$ cat src/rtl/core/wbps_pkg.sv
// Shared types, constants and compare functions for the wildcard byte pattern search.
`default_nettype none

package wbps_pkg;

    // Longest pattern and depth of the sliding byte window.
    localparam int MAX_PATTERN  = 16;
    localparam int WINDOW_DEPTH = MAX_PATTERN;
    // Width of the running byte count and of the stored first-hit offset.
    localparam int OFFSET_BITS  = 32;
    // Widths fixed by the interface.
    localparam int LEN_W        = 5;
    localparam int OUT_OFF_W    = 32;
    localparam int CFG_DATA_W   = 64;
    localparam int CFG_IDX_W    = 2;
    localparam int LEN_IDX_W    = (MAX_PATTERN > 1) ? $clog2(MAX_PATTERN) : 1;

    // Reset values of the configuration registers.
    localparam logic [LEN_W-1:0] PATTERN_LENGTH_RST = LEN_W'(1);
    localparam logic [7:0]       WILDCARD_RST       = 8'd17;

    typedef logic [7:0]                     t_byte;
    typedef logic [WINDOW_DEPTH-1:0][7:0]   t_window;
    typedef logic [MAX_PATTERN-1:0][7:0]    t_pattern;
    typedef logic [OFFSET_BITS-1:0]         t_offset;

    // Configuration register indexes.
    typedef enum logic [CFG_IDX_W-1:0] {
        CFG_PATTERN_LOW    = 2'd0,
        CFG_PATTERN_HIGH   = 2'd1,
        CFG_PATTERN_LENGTH = 2'd2,
        CFG_WILDCARD_VALUE = 2'd3
    } t_cfg_idx;

    // Clamp the programmed length into the range 1 to MAX_PATTERN.
    function automatic logic [LEN_W-1:0] used_length(input logic [LEN_W-1:0] len);
        logic [LEN_W-1:0] res;
        res = len;
        if (len == '0) begin
            res = LEN_W'(1);
        end else if (len > LEN_W'(MAX_PATTERN)) begin
            res = LEN_W'(MAX_PATTERN);
        end
        return res;
    endfunction

    // Match result for every pattern length at once. Bit L-1 is set when the
    // newest L window bytes match the first L pattern bytes; pattern byte j
    // lines up with window byte L-1-j.
    function automatic logic [MAX_PATTERN-1:0] match_by_length(
        input t_window  win,
        input t_pattern pat,
        input t_byte    wild
    );
        logic [MAX_PATTERN-1:0] hits;
        logic                   ok;
        for (int l = 1; l <= MAX_PATTERN; l++) begin
            ok = 1'b1;
            for (int j = 0; j < l; j++) begin
                if ((pat[j] != wild) && (pat[j] != win[l-1-j])) begin
                    ok = 1'b0;
                end
            end
            hits[l-1] = ok;
        end
        return hits;
    endfunction

    // Report an offset on the 32-bit result field, saturating if it is wider.
    function automatic logic [OUT_OFF_W-1:0] clamp_offset(input t_offset v);
        logic [63:0] w;
        w = 64'(v);
        return (w > 64'h0000_0000_FFFF_FFFF) ? 32'hFFFF_FFFF : w[OUT_OFF_W-1:0];
    endfunction

endpackage

`default_nettype wire

$ cat src/rtl/core/wildcard_byte_pattern_search.sv
// Top level of the wildcard byte pattern search: window, compare and result register.
// The last byte of a region passes the input register, then sets o_out_valid in the result register.
// Throughput: one byte per cycle; the compare for all lengths is one stage, and bytes keep
// flowing while a result waits, until a second last byte meets that waiting result.
// Reset (i_rst_n low, synchronous) empties both stages, clears the byte count and the kept
// hit, and restores the configuration defaults: pattern zero, length 1, wildcard 17.
`default_nettype none

module wildcard_byte_pattern_search (
    input  wire logic                                i_clk,
    input  wire logic                                i_rst_n,
    // Byte stream input
    input  wire logic                                i_in_valid,
    output logic                                     o_in_stall,
    input  wire logic [7:0]                          i_data_byte,
    input  wire logic                                i_last_byte,
    // Result output
    output logic                                     o_out_valid,
    input  wire logic                                i_out_stall,
    output logic                                     o_found,
    output logic [wbps_pkg::OUT_OFF_W-1:0]           o_match_offset,
    // Configuration write channel
    input  wire logic                                i_cfg_valid,
    output logic                                     o_cfg_ready,
    input  wire logic [wbps_pkg::CFG_IDX_W-1:0]      i_cfg_index,
    input  wire logic [wbps_pkg::CFG_DATA_W-1:0]     i_cfg_data
);

    // Configuration registers.
    logic [63:0]                      r_pattern_low;
    logic [63:0]                      r_pattern_high;
    logic [wbps_pkg::LEN_W-1:0]       r_pattern_length;
    wbps_pkg::t_byte                  r_wildcard;

    // Input stage.
    logic                             r_in_valid;
    wbps_pkg::t_byte                  r_in_data;
    logic                             r_in_last;

    // Stream state.
    wbps_pkg::t_window                r_window;
    wbps_pkg::t_offset                r_bytes_seen;
    logic                             r_hit_seen;
    wbps_pkg::t_offset                r_hit_offset;

    // Result stage.
    logic                             r_out_valid;
    logic                             r_out_found;
    logic [wbps_pkg::OUT_OFF_W-1:0]   r_out_offset;

    // Next values and compare logic.
    logic                             in_take;
    logic                             proc;
    wbps_pkg::t_window                n_window;
    wbps_pkg::t_offset                n_bytes_seen;
    logic                             n_hit_seen;
    wbps_pkg::t_offset                n_hit_offset;
    logic [wbps_pkg::LEN_W-1:0]       len_used;
    logic [wbps_pkg::LEN_IDX_W-1:0]   len_idx;
    wbps_pkg::t_pattern               pattern;
    logic [wbps_pkg::MAX_PATTERN-1:0] len_hits;
    logic                             hit_now;

    // The configuration port takes a write in every cycle.
    assign o_cfg_ready = 1'b1;

    always_ff @(posedge i_clk) begin
        if (!i_rst_n) begin
            r_pattern_low    <= '0;
            r_pattern_high   <= '0;
            r_pattern_length <= wbps_pkg::PATTERN_LENGTH_RST;
            r_wildcard       <= wbps_pkg::WILDCARD_RST;
        end else if (i_cfg_valid && o_cfg_ready) begin
            case (wbps_pkg::t_cfg_idx'(i_cfg_index))
                wbps_pkg::CFG_PATTERN_LOW: begin
                    r_pattern_low <= i_cfg_data;
                end
                wbps_pkg::CFG_PATTERN_HIGH: begin
                    r_pattern_high <= i_cfg_data;
                end
                wbps_pkg::CFG_PATTERN_LENGTH: begin
                    r_pattern_length <= i_cfg_data[wbps_pkg::LEN_W-1:0];
                end
                wbps_pkg::CFG_WILDCARD_VALUE: begin
                    r_wildcard <= i_cfg_data[7:0];
                end
                default: begin
                end
            endcase
        end
    end

    // The held byte moves on unless it is a last byte and the result slot is
    // still occupied by a result that is not taken this cycle.
    assign proc       = r_in_valid && (!r_in_last || !r_out_valid || !i_out_stall);
    assign o_in_stall = r_in_valid && !proc;
    assign in_take    = i_in_valid && !o_in_stall;

    always_ff @(posedge i_clk) begin
        if (!i_rst_n) begin
            r_in_valid <= 1'b0;
        end else if (in_take) begin
            r_in_valid <= 1'b1;
        end else if (proc) begin
            r_in_valid <= 1'b0;
        end
    end

    always_ff @(posedge i_clk) begin
        if (in_take) begin
            r_in_data <= i_data_byte;
            r_in_last <= i_last_byte;
        end
    end

    // Window shift, saturating byte count and parallel compare.
    always_comb begin
        n_window = {r_window[wbps_pkg::WINDOW_DEPTH-2:0], r_in_data};
        if (r_bytes_seen == '1) begin
            n_bytes_seen = r_bytes_seen;
        end else begin
            n_bytes_seen = r_bytes_seen + wbps_pkg::OFFSET_BITS'(1);
        end
        len_used = wbps_pkg::used_length(r_pattern_length);
        len_idx  = wbps_pkg::LEN_IDX_W'(len_used - wbps_pkg::LEN_W'(1));
        pattern  = (wbps_pkg::MAX_PATTERN * 8)'({r_pattern_high, r_pattern_low});
        len_hits = wbps_pkg::match_by_length(n_window, pattern, r_wildcard);
        hit_now  = !r_hit_seen
                 && (n_bytes_seen >= wbps_pkg::OFFSET_BITS'(len_used))
                 && len_hits[len_idx];
        n_hit_seen   = r_hit_seen || hit_now;
        n_hit_offset = hit_now ? (n_bytes_seen - wbps_pkg::OFFSET_BITS'(len_used))
                               : r_hit_offset;
    end

    // Stream state: the last byte of a region returns it to the reset values.
    always_ff @(posedge i_clk) begin
        if (!i_rst_n) begin
            r_bytes_seen <= '0;
            r_hit_seen   <= 1'b0;
            r_hit_offset <= '0;
        end else if (proc) begin
            if (r_in_last) begin
                r_bytes_seen <= '0;
                r_hit_seen   <= 1'b0;
                r_hit_offset <= '0;
            end else begin
                r_bytes_seen <= n_bytes_seen;
                r_hit_seen   <= n_hit_seen;
                r_hit_offset <= n_hit_offset;
            end
        end
    end

    // Window bytes are read only after the count shows they were written.
    always_ff @(posedge i_clk) begin
        if (proc) begin
            r_window <= n_window;
        end
    end

    // Result register.
    always_ff @(posedge i_clk) begin
        if (!i_rst_n) begin
            r_out_valid <= 1'b0;
        end else if (proc && r_in_last) begin
            r_out_valid <= 1'b1;
        end else if (!i_out_stall) begin
            r_out_valid <= 1'b0;
        end
    end

    always_ff @(posedge i_clk) begin
        if (proc && r_in_last) begin
            r_out_found  <= n_hit_seen;
            r_out_offset <= n_hit_seen ? wbps_pkg::clamp_offset(n_hit_offset) : '0;
        end
    end

    assign o_out_valid    = r_out_valid;
    assign o_found        = r_out_found;
    assign o_match_offset = r_out_offset;

    // A result with no match always reports offset zero.
    a_no_hit_zero_offset: assert property (@(posedge i_clk) disable iff (!i_rst_n)
        (o_out_valid && !o_found) |-> (o_match_offset == '0))
        else $error("result without a match carries a nonzero offset");

    // A kept hit always lies wholly inside the bytes counted so far.
    a_hit_inside_count: assert property (@(posedge i_clk) disable iff (!i_rst_n)
        r_hit_seen |-> ((33'(r_hit_offset) + 33'(len_used)) <= 33'(r_bytes_seen)))
        else $error("first hit offset lies beyond the counted bytes");

    // A new result appears only after a last byte was processed.
    a_result_from_last: assert property (@(posedge i_clk) disable iff (!i_rst_n)
        (o_out_valid && !$past(o_out_valid)) |-> $past(r_in_valid && r_in_last))
        else $error("result appeared without a last byte");

    // The input side stalls only while the input register holds a last byte and a stalled result waits.
    a_stall_needs_byte: assert property (@(posedge i_clk) disable iff (!i_rst_n)
        o_in_stall |-> (r_in_valid && r_in_last && r_out_valid && i_out_stall))
        else $error("input stalled without a blocked last byte");

endmodule

`default_nettype wire
$ cat config.mk
export PLATFORM = sky130hd
export DESIGN_NAME = wildcard_byte_pattern_search
export DESIGN_NICKNAME = d
export VERILOG_FILES = /design/src/rtl/core/wbps_pkg.sv /design/src/rtl/core/wildcard_byte_pattern_search.sv
export SDC_FILE = /design/constraint.sdc
export NUM_CORES = 1
export LEC_CHECK = 0
export BUFFER_PORTS_ARGS = -buffer_cell sky130_fd_sc_hd__buf_2
export CAP_MARGIN = 20
export CORE_MARGIN = 1
export CORE_UTILIZATION = 60
export CTS_CLUSTER_SIZE = 8
export DETAILED_ROUTE_END_ITERATION = 12
export PLACE_DENSITY = 0.77
export RECOVER_POWER = 50
export SYNTH_ARGS = -nofsm -noshare
export SYNTH_HDL_FRONTEND = slang
export SYNTH_SLANG_ARGS = --single-unit
$ cat constraint.sdc
create_clock -name i_clk -period 7.3 [get_ports i_clk]
set_input_delay 0.365 -clock i_clk [delete_from_list [all_inputs] [get_ports i_clk]]
set_output_delay 0.365 -clock i_clk [all_outputs]
set_load 0.02 [all_outputs]
; ---- Word level (Yosys, flattened, before mapping)
; Index checks and enable logic that the tools add are counted.
[op_classes]
addsub = 3
order_cmp = 3
eq_ne = 157
n_mux = 149
n_reduce_logical = 158
[ops]
columns = cell, n
row1 = inequality test 8 bit, 152
row2 = logical AND 1 bit, 142
row3 = 2-to-1 mux 1 bit, 142
row4 = 2-to-1 mux 32 bit, 4
row5 = "adder 32 x 1 -> 32 bit, second input constant", 1
row6 = "equality test 32 bit, second input constant", 1
row7 = >= comparator 32 x 5 -> 1 bit, 1
row8 = subtractor 32 x 5 -> 32 bit, 1
row9 = 2-to-1 mux 5 bit, 2
row10 = AND reduction 2 bit, 4
row11 = zero test 1 bit, 6
row12 = "greater-than comparator 5 bit, second input constant", 1
row13 = zero test 5 bit, 1
row14 = "less-than comparator 4 x 5 -> 1 bit, second input constant", 1
row15 = binary-select mux 1 bit (select 4 bit), 1
row16 = "equality test 2 bit, second input constant", 2
row17 = "subtractor 4 x 1 -> 4 bit, second input constant", 1
row18 = logical OR 1 bit, 3
row19 = "equality test 2 x 1 -> 1 bit, second input constant", 1
row20 = zero test 2 bit, 1
row21 = "inequality test 2 x 1 -> 1 bit, second input constant", 1
row22 = nonzero test 2 bit, 1
[totals]
regBits = 370
input_bits = 80
output_inout_bits = 36
word_cells = 498

; ---- Depth between registers and ports, before layout
; Gate-level depths: netlist of the first run.
[depth]
word_depth = 23
ltp_mapped = 21
ltp_nobuf = 18

; ---- Least setup slack after synthesis of the first run
; Ideal clock, no wire load.
[synth_path]
path_type = register to register
from = reg r_in_last
to = reg r_bytes_seen[3]
setup_ns = 0.115
t_arrival_ns = 5.160
required_time_ns = 7.185
path_slack_ns = 2.025
stages_incl_launch_ff = 10
n_path_buf = 2
synth_period_minus_slack_ns = 5.275
cell_sequence = edfxtp_1 clkbuf_1 nand3_1 nand2_1 inv_1 clkbuf_1 o21ai_0 nand2_1 o21ai_0 and2_1
[synth_via]
elab_chain_cells = 4
word_cells_on_any_way = 5
classes_between = 1 x mux / 4 x reduce/logical
[synth_lines]
columns = element, line_no
row1 = from (decl), wildcard_byte_pattern_search.sv:38  ; logic r_in_last;
row2 = from (signal assigned), wildcard_byte_pattern_search.sv:112  ; r_in_last <= i_last_byte;
row3 = zero test 1 bit, wildcard_byte_pattern_search.sv:95  ; assign proc = r_in_valid && (!r_in_last || !r_out_valid || !i_out_stall);
row4 = logical OR 1 bit (2 in a row), wildcard_byte_pattern_search.sv:95
row5 = logical AND 1 bit, wildcard_byte_pattern_search.sv:95
row6 = net proc, wildcard_byte_pattern_search.sv:53  ; logic proc;
row7 = to (signal assigned), wildcard_byte_pattern_search.sv:148  ; r_bytes_seen <= n_bytes_seen;
row8 = to (decl), wildcard_byte_pattern_search.sv:42  ; wbps_pkg::t_offset r_bytes_seen;
; The timed path passes the listed nets, and every way through them passes these cells.
; A chain may end at the register's enable or synchronous reset.

; ---- Worst setup path in the final report of the first run
[layout_path]
from = in i_rst_n
to = reg r_pattern_high[18]
[layout_lines]
columns = element, line_no
row1 = from (decl), wildcard_byte_pattern_search.sv:11  ; input wire logic i_rst_n,
row2 = to (signal assigned), wildcard_byte_pattern_search.sv:79  ; r_pattern_high <= i_cfg_data;
row3 = to (decl), wildcard_byte_pattern_search.sv:31  ; logic [63:0] r_pattern_high;
; No word-level cell between the ends.

==> summary.md, run 1 <==
| Metric | Value |
|---|---|
| Die area | `50300 um^2` |
| Hold Path Origin | `i_cfg_data[19]` |
| Total number of vias | `27601` |
| Net Switching | `1720 uW` |
| Commonest non-fill, non-tap cell in the layout | `xnor2_1` |
| WHS Path Cells | `3` |
| Initial core utilization | `60.7%` |
| CP max FO | `109` |
| Combinational share of power | `16.5%` |
| Yosys warns | `0` |
| First-pass GRT wire length | `170000 um` |
| Post-DRT Antenna Nets | `0` |
| Fin Hold WS | `6.75 ps` |
| Clock Latency Late Sink | `640 ps` |
| Critical path's slowest cell | `clkbuf_1` |
| Clock Skews | `49.1 ps` |
| Final worst path period need | `5960 ps` |
| # setup viols final | `0` |
| DP Wirelength | `76600 um` |
| Placed Cells | `3916` |
| Critical Path Most Common Cell | `clkbuf_1` |
| Startpoint types | `primary input` |
| Die Span Y | `224 um` |
| Sequential share of the synthesized area | `30.4%` |
| CTS resizes | `0` |
| FP Rows | `81` |
| Post-CTS setup buffers | `0` |
| Max VDD drop | `0.170 mV` |
| Setup TNS | `0 ps` |
| Post-synthesis cell type count | `61` |
| Status | `complete, but fails checks` |
| Layout cells sized above 1 | `7.17%` |
| RSZ-0062 raised after global routing | `no` |
| Area added between synthesis and finish | `7.65%` |
| Clock Path Buffers | `3` |
| TritonCTS Sinks | `370` |
| Vias in the first global route | `26411` |
| DRT iter0 DRCs | `4424` |
| TritonCTS clock tree | `done` |
| Cell internal pwr | `3980 uW` |
| PortBufs | `114` |
| Cell Area, Placed | `30400 um^2` |
| Finished Layout Cells | `4028` |
| Sequential share of power | `42.8%` |
| Total CTS buffers | `53` |
| Critical Path, Cell by Cell | `clkbuf_1 -> clkbuf_1 -> a21boi_0` |
| Critical path class | `primary input to flip-flop` |
| Commonest cells after routing, fill and taps aside | `673 x xnor2_1, 599 x xor2_1, 325 x nand2_1` |
| Root Buffer | `clkbuf_16` |
| Post-synth ARST share | `0%` |
| Final hold viol count | `0` |
| Hold EP | `r_pattern_low[19]` |
| Routed wire length | `117000 um` |
| Pwr dens | `178 nW/um^2` |
| Global route total overflow | `0` |
| Static Leakage | `0.0113 uW` |
| GP Congestion | `1.16` |
| FF-to-FF setup slack | `1400 ps` |
| Layout Nets | `3414` |
| Max-slew violations | `533` |
| Reg-to-Reg End | `r_hit_offset[11]` |
| DRC | `0` |
| Max incr delay on CP | `2820 ps` |
| Worst Path Arrival | `6500 ps` |
| Failing checks | `max-capacitance violations, max-slew violations` |
| I/O Pins | `116` |
| Top FF cell, synth | `dfxtp_1` |
| H-tree lvl count | `2` |
| Hold_buf cts | `18` |
| Syn nets | `3517` |
| Core area | `48800 um^2` |
| First drt pass iteration count | `10` |
| Worst setup EP type | `flip-flop` |
| Slew headroom | `-173%` |
| Sw frac | `30.2%` |
| Post-synth EDFFs | `162` |
| HP Class | `primary input to flip-flop` |
| Vias per inst | `6.85` |
| Worst-margin pin slew | `4100 ps` |
| Worst r2r src | `n_window[15]` |
| Worst EP required | `7850 ps` |
| R2R cell count | `12` |
| Syn_area_per_cell | `8.65 um^2` |
| Routed len/inst | `28.9 um` |
| Final instance area | `31900 um^2` |
| Die X | `224 um` |
| Max Fclk | `168 MHz` |
| Total Routing Usage GR | `45.6%` |
| Clock-pin transition on the worst setup and hold timing paths | `60 ps` |
| Max_cap viols | `21` |
| Cell count after synthesis | `3429` |
| Pin count of the biggest net entering global routing | `110` |
| Final period util | `81.6%` |
| Cell area after synthesis | `29700 um^2` |
| Initial antenna violation count | `4` |
| Synth Register Bits | `370` |
| Clock power share | `40.7%` |
[worst max-delay path by stage]
stage | startpoint | endpoint | slack [ps] | cells past startpoint
2_1_floorplan | r_in_last | r_bytes_seen[3] | 2020 | 9
3_3_place_gp | r_bytes_seen[6] | r_hit_offset[11] | 1930 | 18
3_5_place_dp | r_bytes_seen[6] | r_hit_offset[11] | 1760 | 18
4_1_cts | r_bytes_seen[6] | r_hit_offset[11] | 1700 | 18
5_1_grt | i_rst_n | r_pattern_low[29] | 890 | 3
6_report | i_rst_n | r_pattern_high[18] | 1340 | 3
[through the flow]
stage / utilization [%] / worst slack, ps / total power [uW]
2_1_floorplan: - / 2020 / 3040
3_3_place_gp: 62.2 / 1930 / 3310
3_5_place_dp: 62.2 / 1760 / 3350
4_1_cts: 65.6 / 1700 / 5650
5_1_grt: 65.3 / 894 / 5820
6_report: 65.3 / 1340 / 5690
[cell usage after synthesis (3+ instances only)]
cell type | count | area share [%]
nor4_1 | 174 | 3.7
and2_1 | 17 | 0.36
a31oi_1 | 9 | 0.19
inv_1 | 15 | 0.19
xor2_1 | 599 | 18
o211ai_1 | 4 | 0.10
and4_1 | 8 | 0.24
o22ai_1 | 37 | 0.78
nand3b_1 | 4 | 0.10
nand2_1 | 325 | 4.1
buf_1 | 91 | 1.2
buf_2 | 4 | 0.068
and3_1 | 14 | 0.30
nand3_1 | 37 | 0.62
nor2_1 | 100 | 1.3
o21a_1 | 3 | 0.076
ha_1 | 7 | 0.30
nand2b_1 | 7 | 0.15
edfxtp_1 | 162 | 16
o221ai_1 | 5 | 0.15
or4_1 | 5 | 0.13
xnor2_1 | 673 | 20
nor2b_1 | 30 | 0.63
clkbuf_1 | 300 | 3.8
a22oi_1 | 16 | 0.41
a22o_1 | 29 | 0.86
or3_1 | 6 | 0.13
a21boi_0 | 149 | 3.8
nor3_1 | 24 | 0.41
o21ai_0 | 43 | 0.73
dfxtp_1 | 208 | 14
o2111ai_1 | 7 | 0.21
mux2i_1 | 6 | 0.20
a32o_1 | 17 | 0.57
a21oi_1 | 84 | 1.4
nand4_1 | 173 | 3.6
[critical path: cells and delay by family]
kind | cells | cell delay (ps)
buffers and inverters | 2 | 5560
AO/OA/AOI/OAI | 1 | 360
[cell families (layout without fill, tap and decap cells)]
| logic type | Yosys count | in the layout | share of synthesized area, % |
|---|---|---|---|
| adder cells (fa/ha/maj) | 8 | 8 | 0.363 |
| buffers and inverters | 414 | 348 | 5.31 |
| XOR/XNOR | 1272 | 1272 | 37.6 |
| other | 1 | 2 | 0.0126 |
| AO/OA/AOI/OAI | 419 | 419 | 9.85 |
| multiplexers | 8 | 8 | 0.278 |
| AND/OR/NAND/NOR | 937 | 937 | 16.2 |
| flip-flops | 370 | 370 | 30.4 |
[final cells by class]
type,instances,area [um^2]
flip-flops and latches,370,9040
clock inverters,6,52.6
multi-input cells,2645,19100
diodes,1,2.50
clock buffers,86,1460
fillers,4050,16900
repair buffers,240,1410
well taps,664,831
inverters,16,62.6
[routing by layer]
| metal | track usage [%] | vias up | wire, um |
|---|---|---|---|
| met1 | 58.6 | 13009 | 42800 |
| met4 | 27.5 | 8 | 8790 |
| met2 | 63.4 | 2437 | 46200 |
| met3 | 18.7 | 784 | 18700 |
| li1 | - | 11363 | - |
| met5 | 0 | - | 51 |
[registers in the layout (all words and copies together), names as in the netlist, 8 cells and up]
register,flops
r_wildcard,8
n_window,120
r_pattern_low,64
r_pattern_high,64
o_match_offset,32
r_in_data,8
r_bytes_seen,32
r_hit_offset,32
[power groups by stage]
| stage | combinational (uW) | clock, uW | sequential [uW] |
|---|---|---|---|
| 2_1_floorplan | 732 | 0 | 2310 |
| 3_3_place_gp | 849 | 0 | 2460 |
| 3_5_place_dp | 888 | 0 | 2460 |
| 4_1_cts | 901 | 2330 | 2420 |
| 5_1_grt | 984 | 2410 | 2430 |
| 6_report | 939 | 2320 | 2440 |
(Power assumes the default switching activity.)
==> run 2, diff against run 1 <==
--- a/config.mk
+++ b/config.mk
@@ -8,7 +8,7 @@
 export BUFFER_PORTS_ARGS = -buffer_cell sky130_fd_sc_hd__buf_2
 export CAP_MARGIN = 20
 export CORE_MARGIN = 1
-export CORE_UTILIZATION = 60
+export CORE_UTILIZATION = 58
 export CTS_CLUSTER_SIZE = 8
 export DETAILED_ROUTE_END_ITERATION = 12
 export PLACE_DENSITY = 0.77
==> constraint.sdc (replaced) <==
create_clock -name i_clk -period 4.8 [get_ports i_clk]
set_input_delay 0.24 -clock i_clk [delete_from_list [all_inputs] [get_ports i_clk]]
set_output_delay 0.24 -clock i_clk [all_outputs]
set_load 0.02 [all_outputs]
==> run 2 against run 1 <==
The run ends with max-capacitance violations, max-slew violations, negative setup slack left. Cell area up 5.8%. Core utilization up 1.8 points. Cell count up 5.3%. Non-clock buffer count up 201. Clock skew up 12 ps. Clock power up 59%. Wire length up 13%. Die area up 3.4%. Register-to-register slack worse by 1500 ps. Count of clock-buffer cells in the layout up 3. Sequential cell count unchanged. Total power up 58%.
==> summary.md, run 2 (synthesized netlist as in run 1, its figures left out) <==
| Metric | Value |
|---|---|
| TritonCTS clock tree | `done` |
| Final period util | `102%` |
| Max Fclk | `204 MHz` |
| Startpoint types | `flip-flop` |
| Worst r2r src | `n_window[13]` |
| Pin count of the biggest net entering global routing | `109 (-0.91%)` |
| WHS Path Cells | `4 (+1)` |
| Clock power share | `41.0% (+0.3 points)` |
| Initial core utilization | `59.0% (-1.7 points)` |
| Core area | `50300 um^2 (+2.9%)` |
| Die X | `228 um (+1.7%)` |
| Total CTS buffers | `53 (unchanged)` |
| Total Routing Usage GR | `49.4% (+3.9 points)` |
| CP max FO | `19 (-83%)` |
| Layout cells sized above 1 | `10.9% (+3.7 points)` |
| Overall Power | `8970 uW (+58%)` |
| Combinational share of power | `18.2% (+1.7 points)` |
| DRC | `0 (unchanged)` |
| Vias per inst | `6.78 (-1.1%)` |
| Worst Path Arrival | `5410 ps (-1090 ps)` |
| Max-slew violations | `272 (-49%)` |
| Worst EP required | `5310 ps (-2540 ps)` |
| Peak-usage layer in the global routing report | `met2` |
| Critical path class | `flip-flop to flip-flop` |
| Cell internal pwr | `6210 uW (+56%)` |
| Met3 Use GR | `18.4% (-0.36 points)` |
| GP Congestion | `1.10 (-4.9%)` |
| Root Buffer | `clkbuf_16` |
| Clock Path Buffers | `3 (unchanged)` |
| Static Leakage | `0.0124 uW (+9.3%)` |
| Worst-margin pin slew | `3740 ps (-366 ps)` |
| HP Class | `primary input to flip-flop` |
| Pre-CTS setup slack | `54.0 ps (-1710 ps)` |
| Max_cap viols | `5 (-76%)` |
| Layout Nets | `3615 (+5.9%)` |
| # setup viols final | `28 (+28)` |
| Commonest non-fill, non-tap cell in the layout | `xnor2_1` |
| FF-to-FF setup slack | `-100 ps (-1500 ps)` |
| Met1 usage | `60.5% (+1.9 points)` |
| RSZ-0062 raised after global routing | `no` |
| Area added between synthesis and finish | `13.8%` |
| H-tree lvl count | `2 (unchanged)` |
| Clock Latency Late Sink | `660 ps (+20 ps)` |
| Die area | `52000 um^2 (+3.4%)` |
| R2R cell count | `15 (+3)` |
| Routed len/inst | `31.0 um (+7.3%)` |
| Final hold viol count | `0 (unchanged)` |
| I/O Pins | `116 (unchanged)` |
| Final worst path period need | `4900 ps` |
| Hold EP | `r_wildcard[1]` |
| Max VDD drop | `0.312 mV (+84%)` |
| FP Rows | `82 (+1.2%)` |
| Finished Layout Cells | `4241 (+5.3%)` |
| Vias in the first global route | `28234 (+6.9%)` |
| Post-DRT Antenna Nets | `0 (unchanged)` |
| First drt pass iteration count | `7 (-3)` |
| Routed wire length | `132000 um (+13%)` |
| Worst setup EP type | `flip-flop` |
| Commonest cells after routing, fill and taps aside | `673 x xnor2_1, 599 x xor2_1, 325 x nand2_1` |
| TritonCTS Sinks | `370 (unchanged)` |
| Reg-to-Reg End | `r_hit_offset[11]` |
| Max FFs per register | `120 (unchanged)` |
| PortBufs | `114 (unchanged)` |
| Die Span Y | `228 um (+1.7%)` |
| First-pass GRT wire length | `190000 um (+11%)` |
| Sequential share of power | `40.7% (-2.1 points)` |
| Status | `complete, but fails checks` |
| Total number of vias | `28746 (+4.1%)` |
| M2 GR Usage | `71.1% (+7.7 points)` |
| Clock Skews | `60.8 ps (+11.7 ps)` |
| Initial antenna violation count | `4 (unchanged)` |
| Slew headroom | `-149% (+24 points)` |
| Sw frac | `30.7% (+0.57 points)` |
| DP Wirelength | `90500 um (+18%)` |
| Final worst slack | `-96.5 ps (-1440 ps)` |
| DRT iter0 DRCs | `4233 (-4.3%)` |
| Clock-pin transition on the worst setup and hold timing paths | `50 ps (about the same)` |
| Placed Cells | `4067 (+3.9%)` |
| Pwr dens | `266 nW/um^2 (+49%)` |
| Net Switching | `2760 uW (+61%)` |
| Global route total overflow | `0 (unchanged)` |
| Failing checks | `max-capacitance violations, max-slew violations, negative setup slack` |
| Hold Path Origin | `i_cfg_index[1]` |
## run 2: cell count changes in the layout (fill, tap and decap cells not counted), moves of 6 or more
| cell | previous run | this run |
|---|---|---|
| buf_12 | 0 | 12 |
| dlygate4sd3_1 | 18 | 75 |
| clkbuf_1 | 97 | 89 |
| dfxtp_1 | 200 | 206 |
| buf_4 | 77 | 190 |
| buf_2 | 79 | 108 |
| dfxtp_2 | 8 | 2 |
## run 2: how the worst max path moves through the flow
stage	from	end	cells past startpoint
final	n_window[13]	r_hit_offset[11]	15
after global placement	r_bytes_seen[23]	r_hit_offset[11]	19
after detailed placement	r_bytes_seen[18]	r_hit_offset[11]	19
after CTS	r_bytes_seen[18]	r_hit_offset[11]	19
after floorplan	r_bytes_seen[18]	r_hit_offset[10]	19
after global routing	r_bytes_seen[18]	r_hit_offset[11]	20
## run 2: routing by layer
layer | share of wire (%) | up-vias
met4 | 8.8 | 6
li1 | - | 11776
met1 | 36 | 13773
met5 | 0.030 | -
met3 | 14 | 769
met2 | 41 | 2422
## run 2: through the flow
step                      util, %  setup TNS [ps]  area (um^2)  hold WS, ps
after floorplan                 -               0        29700          339
after global placement       62.8            -215        31600          417
after detailed placement     62.8               0        31600          418
after CTS                    67.4               0        33900         34.5
after global routing         67.1               0        33800          250
final                        67.2           -1590        33800          211
## run 2: power groups by stage
stage	clock, uW	combinational [uW]	sequential (uW)
3_3_place_gp	0	1470	3690
4_1_cts	3670	1570	3630
6_report	3680	1640	3650
2_1_floorplan	0	1110	3510
5_1_grt	3820	1710	3640
3_5_place_dp	0	1520	3690
## run 2: cell type report
| type | instances | area [um^2] |
|---|---|---|
| sequential | 370 | 9030 |
| tap | 672 | 841 |
| multi-input combinational | 2645 | 19100 |
| clock inverter | 5 | 93.8 |
| fill | 3976 | 16500 |
| antenna | 3 | 7.51 |
| clock buffer | 89 | 1480 |
| timing repair buffer | 441 | 3170 |
| inverter | 16 | 62.6 |
## run 2: worst max-delay path, cell delays in order, from the launching register on
cell,delay (ps)
edfxtp_1,310
clkbuf_1,1460
xnor2_1,220
nand4_1,140
o22ai_1,340
o21ai_0,280
nor4_1,530
a31oi_1,160
o31ai_1,110
a21oi_1,210
buf_4,210
nor2_2,130
buf_4,170
o21ai_4,70
buf_12,180
a32o_1,270
## run 2: timing repair
action	4_1_cts	5_1_grt
hold endpoints to repair	150	0
hold buffers	75	0
setup endpoints to repair	0	66
setup buffers	0	2
gates resized for setup	0	6
